## src/cvdc_pkg.sv

```systemverilog
// Shared types, constants and the calibration table for the voltage to DAC code converter.
// No dependencies.
`timescale 1ns / 1ps

package cvdc_pkg;

    localparam int TABLE_POINTS = 101;
    localparam int IDX_W        = $clog2(TABLE_POINTS);
    localparam int IDX_CAP_INT  = TABLE_POINTS - 2;

    localparam int REQ_W   = 15;
    localparam int OFF_W   = 16;
    localparam int ROM_W   = 14;
    localparam int CLAMP_W = 14;
    localparam int BIAS_W  = 11;
    localparam int MODE_W  = 3;
    localparam int DAC_W   = 12;
    localparam int CFG_IDX_W  = 3;
    localparam int CFG_DATA_W = 14;

    localparam logic signed [OFF_W-1:0] ZERO_OFFSET_MV = 16'sd5000;

    // Divide by 100 through a reciprocal, exact for magnitudes below 43690.
    localparam int               DIV100_SHIFT = 21;
    localparam logic [REQ_W-1:0] DIV100_MUL   = 15'd20972;
    localparam int               DIV100_PW    = 2 * REQ_W;
    localparam int               QUO_W        = DIV100_PW - DIV100_SHIFT;
    localparam logic [QUO_W-1:0] IDX_CAP      = QUO_W'(IDX_CAP_INT);

    // Calibrated voltage in units of 0.01 mV.
    localparam int               S_W      = 26;
    localparam int               PROD_W   = 31;
    localparam logic signed [S_W-1:0] S_HUNDRED = 26'sd100;

    // Code mapping: code = num / 1600000 with num = diff * 4095 + 3276000000.
    localparam int                    NUM_W     = 36;
    localparam logic signed [NUM_W-1:0] CODE_HALF = 36'sd3276000000;
    localparam logic signed [NUM_W-1:0] CODE_TOP  = 36'sd6553600000;
    localparam int                    PRE_SHIFT = 9;
    localparam int                    NSH_W     = 24;
    localparam int                    CODE_SHIFT = 36;
    localparam int                    CMUL_W    = 25;
    localparam logic [CMUL_W-1:0]     CODE_MUL  = 25'd21990233;
    localparam int                    QPROD_W   = NSH_W + CMUL_W;

    localparam int QDEPTH = 4;
    localparam int QPTR_W = $clog2(QDEPTH);
    localparam int QCNT_W = $clog2(QDEPTH + 1);

    localparam logic [CFG_IDX_W-1:0] REG_CAL_EN    = 3'd0;
    localparam logic [CFG_IDX_W-1:0] REG_CLAMP_MAX = 3'd1;
    localparam logic [CFG_IDX_W-1:0] REG_CLAMP_MIN = 3'd2;
    localparam logic [CFG_IDX_W-1:0] REG_BIAS      = 3'd3;
    localparam logic [CFG_IDX_W-1:0] REG_MODE      = 3'd4;
    localparam logic [CFG_IDX_W-1:0] REG_CHANNEL   = 3'd5;

    localparam logic [MODE_W-1:0] DRV_MODE1 = 3'd1;
    localparam logic [MODE_W-1:0] DRV_MODE2 = 3'd2;
    localparam logic [MODE_W-1:0] DRV_MODE3 = 3'd3;
    localparam logic [MODE_W-1:0] DRV_MODE4 = 3'd4;
    localparam logic [MODE_W-1:0] DRV_MODE6 = 3'd6;

    localparam logic signed [ROM_W-1:0] CAL_ROM [TABLE_POINTS] = '{
        -14'sd4879, -14'sd4774, -14'sd4672, -14'sd4568, -14'sd4468,
        -14'sd4367, -14'sd4266, -14'sd4165, -14'sd4062, -14'sd3962,
        -14'sd3860, -14'sd3757, -14'sd3654, -14'sd3551, -14'sd3452,
        -14'sd3352, -14'sd3252, -14'sd3149, -14'sd3047, -14'sd2947,
        -14'sd2846, -14'sd2746, -14'sd2645, -14'sd2544, -14'sd2442,
        -14'sd2342, -14'sd2244, -14'sd2139, -14'sd2036, -14'sd1935,
        -14'sd1831, -14'sd1730, -14'sd1629, -14'sd1527, -14'sd1423,
        -14'sd1319, -14'sd1220, -14'sd1111, -14'sd1012, -14'sd904,
        -14'sd808,  -14'sd706,  -14'sd598,  -14'sd506,  -14'sd404,
        -14'sd316,  -14'sd223,  -14'sd121,  -14'sd51,   14'sd10,
        14'sd67,    14'sd141,   14'sd242,   14'sd344,   14'sd445,
        14'sd547,   14'sd648,   14'sd749,   14'sd851,   14'sd951,
        14'sd1052,  14'sd1154,  14'sd1255,  14'sd1356,  14'sd1456,
        14'sd1558,  14'sd1659,  14'sd1760,  14'sd1862,  14'sd1963,
        14'sd2065,  14'sd2165,  14'sd2267,  14'sd2368,  14'sd2467,
        14'sd2569,  14'sd2667,  14'sd2767,  14'sd2869,  14'sd2970,
        14'sd3071,  14'sd3173,  14'sd3276,  14'sd3376,  14'sd3479,
        14'sd3578,  14'sd3676,  14'sd3778,  14'sd3880,  14'sd3983,
        14'sd4082,  14'sd4184,  14'sd4288,  14'sd4386,  14'sd4490,
        14'sd4590,  14'sd4690,  14'sd4792,  14'sd4892,  14'sd4998,
        14'sd5094
    };

    typedef struct packed {
        logic                       cal_en;
        logic signed [CLAMP_W-1:0]  clamp_max;
        logic signed [CLAMP_W-1:0]  clamp_min;
        logic signed [BIAS_W-1:0]   bias;
        logic [MODE_W-1:0]          mode;
        logic                       channel;
    } cvdc_cfg_t;

    typedef struct packed {
        logic                       cal;
        logic [IDX_W-1:0]           idx;
        logic signed [OFF_W-1:0]    seg_mv;
        logic signed [REQ_W-1:0]    mv;
    } cvdc_entry_t;

endpackage

```

## src/calibrated_voltage_to_dac_code.sv

```systemverilog
// Calibrated voltage to DAC code converter, top level with configuration registers.
// Path to done: front register, queue, back registers b1 and b2, output register.
// Throughput: one request per cycle; the converter pipeline retires each queued entry
// the cycle after it lands, so busy stays low and the receiver cannot stall.
// Reset: rst_n clears configuration to defaults and empties queue and pipeline.
// Depends on cvdc_pkg, cvdc_front, cvdc_queue, cvdc_back.
`timescale 1ns / 1ps

module calibrated_voltage_to_dac_code (
    input  logic                                   clk,
    input  logic                                   rst_n,
    input  logic                                   start,
    output logic                                   busy,
    input  logic signed [cvdc_pkg::REQ_W-1:0]      request_mv,
    output logic                                   done,
    output logic [cvdc_pkg::DAC_W-1:0]             dac_code,
    output logic                                   dac_channel,
    input  logic                                   cfg_valid,
    output logic                                   cfg_ready,
    input  logic [cvdc_pkg::CFG_IDX_W-1:0]         cfg_index,
    input  logic [cvdc_pkg::CFG_DATA_W-1:0]        cfg_data
);
    import cvdc_pkg::*;

    cvdc_cfg_t   cfg_reg, cfg_next;
    logic        push;
    cvdc_entry_t push_entry;
    logic        pop;
    logic        head_valid;
    cvdc_entry_t head_entry;
    logic        almost_full;

    assign cfg_ready = 1'b1;
    assign busy      = almost_full;

    always_comb
    begin
        cfg_next = cfg_reg;
        if (cfg_valid && cfg_ready)
        begin
            case (cfg_index)
                REG_CAL_EN:    cfg_next.cal_en    = cfg_data[0];
                REG_CLAMP_MAX: cfg_next.clamp_max = cfg_data[CLAMP_W-1:0];
                REG_CLAMP_MIN: cfg_next.clamp_min = cfg_data[CLAMP_W-1:0];
                REG_BIAS:      cfg_next.bias      = cfg_data[BIAS_W-1:0];
                REG_MODE:      cfg_next.mode      = cfg_data[MODE_W-1:0];
                REG_CHANNEL:   cfg_next.channel   = cfg_data[0];
                default:       cfg_next = cfg_reg;
            endcase
        end
    end

    always_ff @(posedge clk or negedge rst_n)
    begin
        if (!rst_n)
        begin
            cfg_reg.cal_en    <= 1'b1;
            cfg_reg.clamp_max <= 14'sd8000;
            cfg_reg.clamp_min <= -14'sd8000;
            cfg_reg.bias      <= '0;
            cfg_reg.mode      <= '0;
            cfg_reg.channel   <= 1'b0;
        end
        else
        begin
            cfg_reg <= cfg_next;
        end
    end

    cvdc_front u_front (
        .clk        (clk),
        .rst_n      (rst_n),
        .start      (start),
        .busy       (busy),
        .request_mv (request_mv),
        .cfg        (cfg_reg),
        .push       (push),
        .push_entry (push_entry)
    );

    cvdc_queue u_queue (
        .clk         (clk),
        .rst_n       (rst_n),
        .push        (push),
        .push_entry  (push_entry),
        .pop         (pop),
        .head_valid  (head_valid),
        .head_entry  (head_entry),
        .almost_full (almost_full)
    );

    cvdc_back u_back (
        .clk         (clk),
        .rst_n       (rst_n),
        .head_valid  (head_valid),
        .head_entry  (head_entry),
        .cfg         (cfg_reg),
        .pop         (pop),
        .done        (done),
        .dac_code    (dac_code),
        .dac_channel (dac_channel)
    );

    assert property (@(posedge clk) disable iff (!rst_n)
        push |-> ##4 done)
        else $error("queued request produced no result");

    assert property (@(posedge clk) disable iff (!rst_n)
        done |-> $past(push, 4))
        else $error("result without a queued request");

    assert property (@(posedge clk) disable iff (!rst_n)
        (start && busy) |=> !push)
        else $error("request taken while busy");

endmodule

```

## src/cvdc_front.sv

```systemverilog
// Front end: takes requests, drops those outside the output modes, finds the table segment.
// Depends on cvdc_pkg.
`timescale 1ns / 1ps

module cvdc_front (
    input  logic                              clk,
    input  logic                              rst_n,
    input  logic                              start,
    input  logic                              busy,
    input  logic signed [cvdc_pkg::REQ_W-1:0] request_mv,
    input  cvdc_pkg::cvdc_cfg_t               cfg,
    output logic                              push,
    output cvdc_pkg::cvdc_entry_t             push_entry
);
    import cvdc_pkg::*;

    logic                    accept;
    logic                    mode_ok;
    logic signed [OFF_W-1:0] off;
    logic [REQ_W-1:0]        mag;
    logic [DIV100_PW-1:0]    quo_prod;

    logic                    f_valid_reg, f_valid_next;
    logic                    f_cal_reg;
    logic signed [OFF_W-1:0] f_off_reg;
    logic signed [REQ_W-1:0] f_mv_reg;
    logic [QUO_W-1:0]        f_quo_reg;

    logic [IDX_W-1:0]        idx;
    logic [OFF_W-1:0]        idx_mv;

    always_comb
    begin
        mode_ok = cfg.mode inside {DRV_MODE1, DRV_MODE2, DRV_MODE3, DRV_MODE4, DRV_MODE6};
        accept  = start && !busy;
        off     = OFF_W'(request_mv) + ZERO_OFFSET_MV;
        mag     = off[OFF_W-1] ? REQ_W'(-off) : off[REQ_W-1:0];
        quo_prod = DIV100_PW'(mag) * DIV100_PW'(DIV100_MUL);
        f_valid_next = accept && mode_ok;
    end

    always_ff @(posedge clk or negedge rst_n)
    begin
        if (!rst_n)
        begin
            f_valid_reg <= 1'b0;
        end
        else
        begin
            f_valid_reg <= f_valid_next;
        end
    end

    always_ff @(posedge clk)
    begin
        if (accept)
        begin
            f_cal_reg <= cfg.cal_en;
            f_off_reg <= off;
            f_mv_reg  <= request_mv;
            f_quo_reg <= quo_prod[DIV100_PW-1:DIV100_SHIFT];
        end
    end

    // Cap the segment at the last pair and keep the distance from its left point.
    always_comb
    begin
        idx    = (f_quo_reg > IDX_CAP) ? IDX_W'(IDX_CAP) : f_quo_reg[IDX_W-1:0];
        idx_mv = OFF_W'(idx) * OFF_W'(100);
        push   = f_valid_reg;
        push_entry.cal    = f_cal_reg;
        push_entry.idx    = idx;
        push_entry.seg_mv = f_off_reg - $signed(idx_mv);
        push_entry.mv     = f_mv_reg;
    end

endmodule

```

## src/cvdc_queue.sv

```systemverilog
// Short FIFO between the front end and the converter pipeline.
// Depends on cvdc_pkg.
`timescale 1ns / 1ps

module cvdc_queue (
    input  logic                  clk,
    input  logic                  rst_n,
    input  logic                  push,
    input  cvdc_pkg::cvdc_entry_t push_entry,
    input  logic                  pop,
    output logic                  head_valid,
    output cvdc_pkg::cvdc_entry_t head_entry,
    output logic                  almost_full
);
    import cvdc_pkg::*;

    cvdc_entry_t       mem_reg [QDEPTH];
    logic [QPTR_W-1:0] wr_ptr_reg, wr_ptr_next;
    logic [QPTR_W-1:0] rd_ptr_reg, rd_ptr_next;
    logic [QCNT_W-1:0] count_reg, count_next;
    logic              do_pop;

    always_comb
    begin
        head_valid  = (count_reg != '0);
        head_entry  = mem_reg[rd_ptr_reg];
        // Keep one slot for the item still held in the front stage.
        almost_full = (count_reg >= QCNT_W'(QDEPTH - 1));
        do_pop      = pop && head_valid;
        wr_ptr_next = push   ? wr_ptr_reg + 1'b1 : wr_ptr_reg;
        rd_ptr_next = do_pop ? rd_ptr_reg + 1'b1 : rd_ptr_reg;
        count_next  = count_reg + QCNT_W'(push) - QCNT_W'(do_pop);
    end

    always_ff @(posedge clk or negedge rst_n)
    begin
        if (!rst_n)
        begin
            wr_ptr_reg <= '0;
            rd_ptr_reg <= '0;
            count_reg  <= '0;
        end
        else
        begin
            wr_ptr_reg <= wr_ptr_next;
            rd_ptr_reg <= rd_ptr_next;
            count_reg  <= count_next;
        end
    end

    always_ff @(posedge clk)
    begin
        if (push)
        begin
            mem_reg[wr_ptr_reg] <= push_entry;
        end
    end

    assert property (@(posedge clk) disable iff (!rst_n)
        !(push && !do_pop && (count_reg == QCNT_W'(QDEPTH))))
        else $error("queue overflow");

    assert property (@(posedge clk) disable iff (!rst_n)
        (push && !do_pop) |=> (count_reg == $past(count_reg) + 1'b1))
        else $error("queue count lost a transfer");

endmodule

```

## src/cvdc_back.sv

```systemverilog
// Converter pipeline: table interpolation, clamp, bias and DAC code mapping.
// Depends on cvdc_pkg.
`timescale 1ns / 1ps

module cvdc_back (
    input  logic                       clk,
    input  logic                       rst_n,
    input  logic                       head_valid,
    input  cvdc_pkg::cvdc_entry_t      head_entry,
    input  cvdc_pkg::cvdc_cfg_t        cfg,
    output logic                       pop,
    output logic                       done,
    output logic [cvdc_pkg::DAC_W-1:0] dac_code,
    output logic                       dac_channel
);
    import cvdc_pkg::*;

    logic signed [ROM_W-1:0]   rom_a;
    logic signed [ROM_W-1:0]   rom_b;
    logic signed [ROM_W:0]     slope;
    logic signed [PROD_W-1:0]  seg_prod;
    logic signed [S_W-1:0]     s_next;

    logic                      b1_valid_reg;
    logic signed [S_W-1:0]     b1_s_reg;

    logic signed [S_W-1:0]     hi;
    logic signed [S_W-1:0]     lo;
    logic signed [S_W-1:0]     s_clamped;
    logic signed [S_W-1:0]     diff;
    logic signed [NUM_W-1:0]   num;

    logic                      b2_valid_reg;
    logic                      b2_sat_lo_reg, b2_sat_lo_next;
    logic                      b2_sat_hi_reg, b2_sat_hi_next;
    logic [NSH_W-1:0]          b2_nsh_reg;

    logic [QPROD_W-1:0]        code_prod;
    logic [DAC_W-1:0]          code_next;

    logic                      done_reg;
    logic [DAC_W-1:0]          code_reg;

    // Stage 1: inter- or extrapolate on the selected segment, or scale mv.
    always_comb
    begin
        pop      = head_valid;
        rom_a    = CAL_ROM[head_entry.idx];
        rom_b    = CAL_ROM[head_entry.idx + 1'b1];
        slope    = (ROM_W + 1)'(rom_b) - (ROM_W + 1)'(rom_a);
        seg_prod = PROD_W'(slope) * PROD_W'(head_entry.seg_mv);
        if (head_entry.cal)
        begin
            s_next = S_W'(rom_a) * S_HUNDRED + S_W'(seg_prod);
        end
        else
        begin
            s_next = S_W'(head_entry.mv) * S_HUNDRED;
        end
    end

    // Stage 2: clamp, max first, then offset and scale.
    always_comb
    begin
        hi = S_W'(cfg.clamp_max) * S_HUNDRED;
        lo = S_W'(cfg.clamp_min) * S_HUNDRED;
        if (b1_s_reg > hi)
        begin
            s_clamped = hi;
        end
        else if (b1_s_reg < lo)
        begin
            s_clamped = lo;
        end
        else
        begin
            s_clamped = b1_s_reg;
        end
        diff = S_W'(cfg.bias) * S_HUNDRED - s_clamped;
        num  = (NUM_W'(diff) <<< DAC_W) - NUM_W'(diff) + CODE_HALF;
        b2_sat_lo_next = num[NUM_W-1];
        b2_sat_hi_next = !num[NUM_W-1] && (num >= CODE_TOP);
    end

    // Stage 3: divide by 3125 through a reciprocal and saturate.
    always_comb
    begin
        code_prod = QPROD_W'(b2_nsh_reg) * QPROD_W'(CODE_MUL);
        if (b2_sat_lo_reg)
        begin
            code_next = '0;
        end
        else if (b2_sat_hi_reg)
        begin
            code_next = '1;
        end
        else
        begin
            code_next = code_prod[CODE_SHIFT+DAC_W-1:CODE_SHIFT];
        end
    end

    always_ff @(posedge clk or negedge rst_n)
    begin
        if (!rst_n)
        begin
            b1_valid_reg <= 1'b0;
            b2_valid_reg <= 1'b0;
            done_reg     <= 1'b0;
        end
        else
        begin
            b1_valid_reg <= head_valid;
            b2_valid_reg <= b1_valid_reg;
            done_reg     <= b2_valid_reg;
        end
    end

    always_ff @(posedge clk)
    begin
        b1_s_reg      <= s_next;
        b2_sat_lo_reg <= b2_sat_lo_next;
        b2_sat_hi_reg <= b2_sat_hi_next;
        b2_nsh_reg    <= num[PRE_SHIFT+NSH_W-1:PRE_SHIFT];
        code_reg      <= code_next;
    end

    assign done        = done_reg;
    assign dac_code    = code_reg;
    assign dac_channel = cfg.channel;

    assert property (@(posedge clk) disable iff (!rst_n)
        (b2_valid_reg && b2_sat_hi_reg) |=> (dac_code == '1))
        else $error("high saturation lost");

endmodule
```

## config.mk

```make
export PLATFORM = sky130hd
export DESIGN_NAME = calibrated_voltage_to_dac_code
export DESIGN_NICKNAME = d
export VERILOG_FILES = /design/src/cvdc_pkg.sv /design/src/calibrated_voltage_to_dac_code.sv /design/src/cvdc_front.sv /design/src/cvdc_queue.sv /design/src/cvdc_back.sv
export SDC_FILE = /design/constraint.sdc
export NUM_CORES = 2
export LEC_CHECK = 0
export ABC_AREA = 1
export BUFFER_PORTS_ARGS = -buffer_cell sky130_fd_sc_hd__buf_2
export CORE_MARGIN = 3
export CORE_UTILIZATION = 55
export CTS_CLUSTER_SIZE = 8
export DETAILED_ROUTE_END_ITERATION = 16
export PLACE_DENSITY_LB_ADDON = 0.25
export SYNTH_ARGS = -nofsm -noshare
export SYNTH_HDL_FRONTEND = slang
export SYNTH_SLANG_ARGS = --single-unit
```

## constraint.sdc

```tcl
create_clock -name clk -period 23.7 [get_ports clk]
set_clock_uncertainty 0.05 [all_clocks]
set_input_delay 4.74 -clock clk [delete_from_list [all_inputs] [get_ports clk]]
set_output_delay 4.74 -clock clk [all_outputs]
set_load 0.02 [all_outputs]
```

* Yosys cells after proc, flatten, opt, wreduce, memory -nomap -nowiden
Memories as Yosys holds them, arrays and structs flattened. Cells that the tools add are included.
Cells by class: add/sub/neg operators 13, $mul 9, muxes and demuxes 12, bitwise gates (word level) 2, reduce and logical (&&, ||, !) cells 14, eq/ne operators 10, order comparisons 7
Operators with widths (count):
- 26-bit two-way mux | 3
- 14-bit by 6-bit multiplier with 20-bit output, second input constant | 3
- 14-bit two-way mux | 4
- 24-bit by 25-bit multiplier with 48-bit output, second input constant | 1
- 36-bit by 33-bit adder with 36-bit output, second input constant | 1
- 36-bit by 34-bit greater-or-equal comparator with 1-bit output, second input constant | 1
- 36-bit by 26-bit subtractor with 36-bit output | 1
- 15-bit by 13-bit multiplier with 28-bit output, second input constant | 1
- 26-bit adder | 1
- 26-bit > comparator | 1
- 26-bit < comparator | 1
- 15-bit by 16-bit multiplier with 26-bit output | 1
- 19-bit by 26-bit subtractor with 26-bit output | 1
- 15-bit by 6-bit multiplier with 21-bit output, second input constant | 1
- 11-bit by 6-bit multiplier with 17-bit output, second input constant | 1
- 15-bit by 14-bit adder with 16-bit output, second input constant | 1
- 8-bit greater-or-equal comparator, second input constant | 2
- 7-bit NOT with 8-bit output | 2
- 16-bit by 15-bit subtractor with 16-bit output | 1
- 15-bit two-way mux | 1
- 15-bit negation | 1
- 14-bit by 14-bit subtractor with 15-bit output | 1
- 3-bit by 2-bit == test with 1-bit output, second input constant | 4
- 3-bit == test, second input constant | 4
- other kinds (17) | 28
Storage, ports and cells: bits of input ports 36, flip-flop bits (word level) 160, RAM bits 156, memory bits (read-only) 3584, memories 3, logic and storage cells 93, output and inout port bits 16
Memories:
- (no name shown) | depth 128, width 14, rd ports 1, clocked after Yosys merged registers in 0, write ports 0, line cvdc_back.sv:48 | rom_a = CAL_ROM[head_entry.idx];
- (no name shown) | depth 128, width 14, rd ports 1, clocked after Yosys merged registers in 0, write ports 0, line cvdc_back.sv:49 | rom_b = CAL_ROM[head_entry.idx + 1'b1];
- u_queue.mem_reg | depth 4, width 39, rd ports 1, clocked after Yosys merged registers in 0, write ports 1, line cvdc_queue.sv:17 | cvdc_entry_t mem_reg [QDEPTH];

* Longest topological paths before layout
An unclocked memory read counts as a cell.
depth after elaboration 10, mapped depth 75, gate-level depth less buffers 74

* Hierarchy
Synthesis repeated with hierarchy kept, for this count alone.
Second synthesis, totals: cells, all modules 5986, area total of the unflattened synthesis 49766.5 µm²
By module, submodules not included:
- cvdc_back | seq. area each 1356.3 µm², cells an instance 4392, area each 34189.0 µm², times used 1
- cvdc_front | seq. area each 1166.1 µm², cells an instance 842, area each 7211.9 µm², times used 1
- cvdc_queue | seq. area each 4859.7 µm², cells an instance 545, area each 6516.2 µm², times used 1
- calibrated_voltage_to_dac_code | seq. area each 1113.6 µm², cells an instance 207, area each 1849.3 µm², times used 1

* Worst setup path before layout
Ideal clock, no wire load.
kind flip-flop to flip-flop, start register u_queue.rd_ptr_reg[1], end register u_back.b1_s_reg[25], setup slack 12.508 ns, cell stages (with the launch flop) 66, period minus slack after synthesis 11.192 ns, data arrival time 11.024 ns, data required time 23.531 ns, cell sequence dfrtp_1 clkbuf_1 inv_1 clkbuf_1 nand3_1 nand2_1 clkbuf_1 inv_1 ha_1 clkbuf_1 inv_1 ha_1 clkbuf_1 inv_1 nor2_1 inv_1 nor2_1 o21ai_0 [... 30 more ...] nand2_1 nand2_1 a21oi_1 inv_1 nand2_1 a21oi_1 nor2_1 o21ai_0 nand3_1 nand2_1 nand2_1 inv_1 o21ai_0 nand2_1 xor2_1 a21oi_1 o21ai_0 nand2_1
Between the ends: cells in the longest elaborated chain, start to end 10, elaborated cells between the ends (all ways) 16, classes of those cells 3 x add/sub; 3 x mul; 5 x mux; 2 x bitwise; 3 x memory
RTL lines:
- from (decl) | line cvdc_queue.sv:19 | logic [QPTR_W-1:0] rd_ptr_reg, rd_ptr_next;
- from (signal assigned) | line cvdc_queue.sv:46 | rd_ptr_reg <= rd_ptr_next;
- memory 4 x 39 bit (*)
- 7-bit by 1-bit adder with 7-bit output | line cvdc_back.sv:49
- 7-bit NOT with 8-bit output (not written as such) | line cvdc_back.sv:49
- memory 128 x 14 bit
- 14-bit two-way mux (not written as such) (2 in series) | line cvdc_back.sv:49
- 14-bit by 14-bit subtractor with 15-bit output | line cvdc_back.sv:50 | slope = (ROM_W + 1)'(rom_b) - (ROM_W + 1)'(rom_a);
- 15-bit by 16-bit multiplier with 26-bit output | line cvdc_back.sv:51 | seg_prod = PROD_W'(slope) * PROD_W'(head_entry.seg_mv);
- 26-bit adder | line cvdc_back.sv:54 | s_next = S_W'(rom_a) * S_HUNDRED + S_W'(seg_prod);
- 26-bit two-way mux (*) | line cvdc_back.sv:52 | if (head_entry.cal)
- net u_back.s_next[25] | line cvdc_back.sv:22 | logic signed [S_W-1:0] s_next;
- to (signal assigned) | line cvdc_back.sv:121 | b1_s_reg <= s_next;
- to (decl) | line cvdc_back.sv:25 | logic signed [S_W-1:0] b1_s_reg;
Mark *: on every way through the listed nets, which the timed path passes. The rest lies on a longest branch. The select of a mux whose other input is x is not followed. A chain may end at the register's enable or synchronous reset.

* Final worst setup path
start register u_queue.rd_ptr_reg[0], end register u_back.b1_s_reg[25]
Same word-level chain as after synthesis.

==> metrics <==
area leader, netlist fa_1; status completed; ANT nets after route 0; CTS Buf Count 46; Tot GR Track Use 28.8%; CTS clk-pin slew, worst paths 0.07 ns; P&R area growth vs syn 6.10%; Worst Setup Start Kind flop; H-tree depth 2; Starting Density 56.0%; critical path fanouts, max 61; critical path type reg2reg; count leader, synth inv_1; CP Capture Point u_back.b1_s_reg[25]$_DFF_P_; Die Y 302 um; syn_nets 7076; Yosys top cell area share 23.9%; vias per cell 5.54; Slew headroom 25.4%; RSZ-0062 raised after global routing no; antenna violations before repair 0; HPWL Detailed 106000 um; routability cong. 0.963; TNS Setup 0 ns; clk sinks 305; GRT overflow 0; Syn Inst Count 5644; core box area 85900 um2; Yosys warning total 0; Iteration-0 DRC Markers 2736; via count 37972; max_cap viols 0; FF/Latch Area 8260 um2; Worst EP arrival 14.31 ns; sequential fraction of the synthesis area 17.1%; Mapped Area 48200 um2; Clock Tree Root clkbuf_16; Resize count post-CTS 0; Fillers 7665; Hold Crit Class reg2reg; drc violations 0; hold bufs inserted after CTS 0; share of layout cells above drive strength 1 4.12%; FMAX 0.0721 GHz; CTS tree yes; CP peak stage delay 0.57 ns; max-slew violations 0; drt wl/cell 18.6 um; Final Hold Fails 0; commonest cells in the netlist inv_1 (1237), nand2_1 (858), ha_1 (820), fa_1 (576), nor2_1 (379); area occupied by multi-input gates 34800 um2; Worst setup EP type flop; post-layout net count 7102; Post-synth EDFFs 186; worst r2r dst u_back.b1_s_reg[25]$_DFF_P_; Clock Path Buffers 3; Die Footprint 91200 um2; io pins 52; Routed WL 127000 um; share of flip-flops with an asynchronous set or reset 18.0%; vias in the first global route 38513; ant diodes 0; number of distinct library cells after synthesis 64; first-pass GRT wire length 207000 um; worst skew pair latency 0.60 ns; R2R setup slack 9.83 ns; #FFs+latches synth 305; largest net degree at the start of global routing 62; CP max stage cell dfrtp_2; R2R depth 62; post-synthesis average cell area 8.53 um2; Req. time, crit path 24.14 ns; total setup buffers inserted after CTS 0; Synth Flop Type edfxtp_1; port bufs 50; cell row count 107; Least-Margin Pin Slew 1.12 ns; Setup-failing EPs final 0; Worst setup startpoint u_queue.rd_ptr_reg[0]$_DFFE_PN0N_; max reg flops 148; Die X 302 um; min cycle time layout 13.87 ns; Synth area leaders fa_1 (24%), ha_1 (21%), edfxtp_1 (12%); Worst R2R Start u_queue.rd_ptr_reg[0]$_DFFE_PN0N_; final period utilization 58.5%; Most common cell on crit path nand2_1; DRT Pass-1 Iters 8
stage by stage:
step           util, %  instances  hold slack [ns]  setup WS, ns  instance area [um2]
2_1_floorplan        -       5644            0.281         12.51                48200
3_3_place_gp      57.8       6766            0.282         10.36                49700
3_5_place_dp      57.8       6766            0.288         10.22                49700
4_1_cts           59.5       6850            0.299         10.18                51100
5_1_grt           59.5       6850            0.316          8.62                51100
6_report          59.5       6850            0.297          9.83                51100
placed cells by master (no fill, tap or decap), types with 29 or more instances in the layout:
master and n:
a21oi_1 302, nor2_1 378, o21ai_0 293, edfxtp_1 186, ha_1 820, clkbuf_16 47, fa_1 576, nand2_1 858
xnor2_1 69, clkbuf_1 29, xor2_1 118, inv_1 1236, o211ai_1 35, nand3_1 188, dfrtp_1 44, buf_2 50
nand4_1 31, dfxtp_1 64
worst min-delay path by stage:
stage,end,cells past startpoint,startpoint
2_1_floorplan,u_back.b2_valid_reg$_DFF_PN0_,0,u_back.b1_valid_reg$_DFF_PN0_
3_3_place_gp,u_back.b2_valid_reg$_DFF_PN0_,0,u_back.b1_valid_reg$_DFF_PN0_
3_5_place_dp,u_back.b2_valid_reg$_DFF_PN0_,0,u_back.b1_valid_reg$_DFF_PN0_
4_1_cts,u_back.done$_DFF_PN0_,0,u_back.b2_valid_reg$_DFF_PN0_
5_1_grt,u_back.done$_DFF_PN0_,0,u_back.b2_valid_reg$_DFF_PN0_
6_report,u_back.done$_DFF_PN0_,0,u_back.b2_valid_reg$_DFF_PN0_
layer usage:
metal / routed length, um / up-vias / GRT usage, %
met4: 3680 / 0 / 7.43
met3: 7720 / 218 / 3.18
met1: 55200 / 18424 / 39.3
met2: 60600 / 1229 / 49.0
li1: - / 18101 / -
met5: 0 / - / 0
layout make-up:
class                   count  area share (%)
clock inverters             5           0.203
inverters                1262            9.27
repair buffers             73           0.827
flip-flops and latches    305            16.2
clock buffers              79            2.59
well taps                1144            2.80
multi-input cells        3982            68.2
cell families after synthesis:
kind of cell / count (synthesis) / synth area share [%]
AND/OR/NAND/NOR: 1576 / 13.8
adder cells (fa/ha/maj): 1396 / 45.2
buffers and inverters: 1357 / 10.6
AO/OA/AOI/OAI: 818 / 9.74
flip-flops: 305 / 17.1
XOR/XNOR: 189 / 3.47
multiplexers: 2 / 0.0468
other: 1 / 0.00779
critical path, delay by kind of cell, from the launching register on:
| family | cells | cell delay, ns |
|---|---|---|
| AOI/OAI and AO/OA | 14 | 2.54 |
| xor gates and xnor gates | 1 | 0.17 |
| adders and majority gates | 10 | 4.72 |
| buffers and inverters | 14 | 2.88 |
| DFF | 1 | 0.57 |
| and+or+nand+nor | 23 | 2.81 |
Power is left out: the tool's default activity adds up to more than one toggle a clock period on the data nets, which glitch-free logic cannot reach.
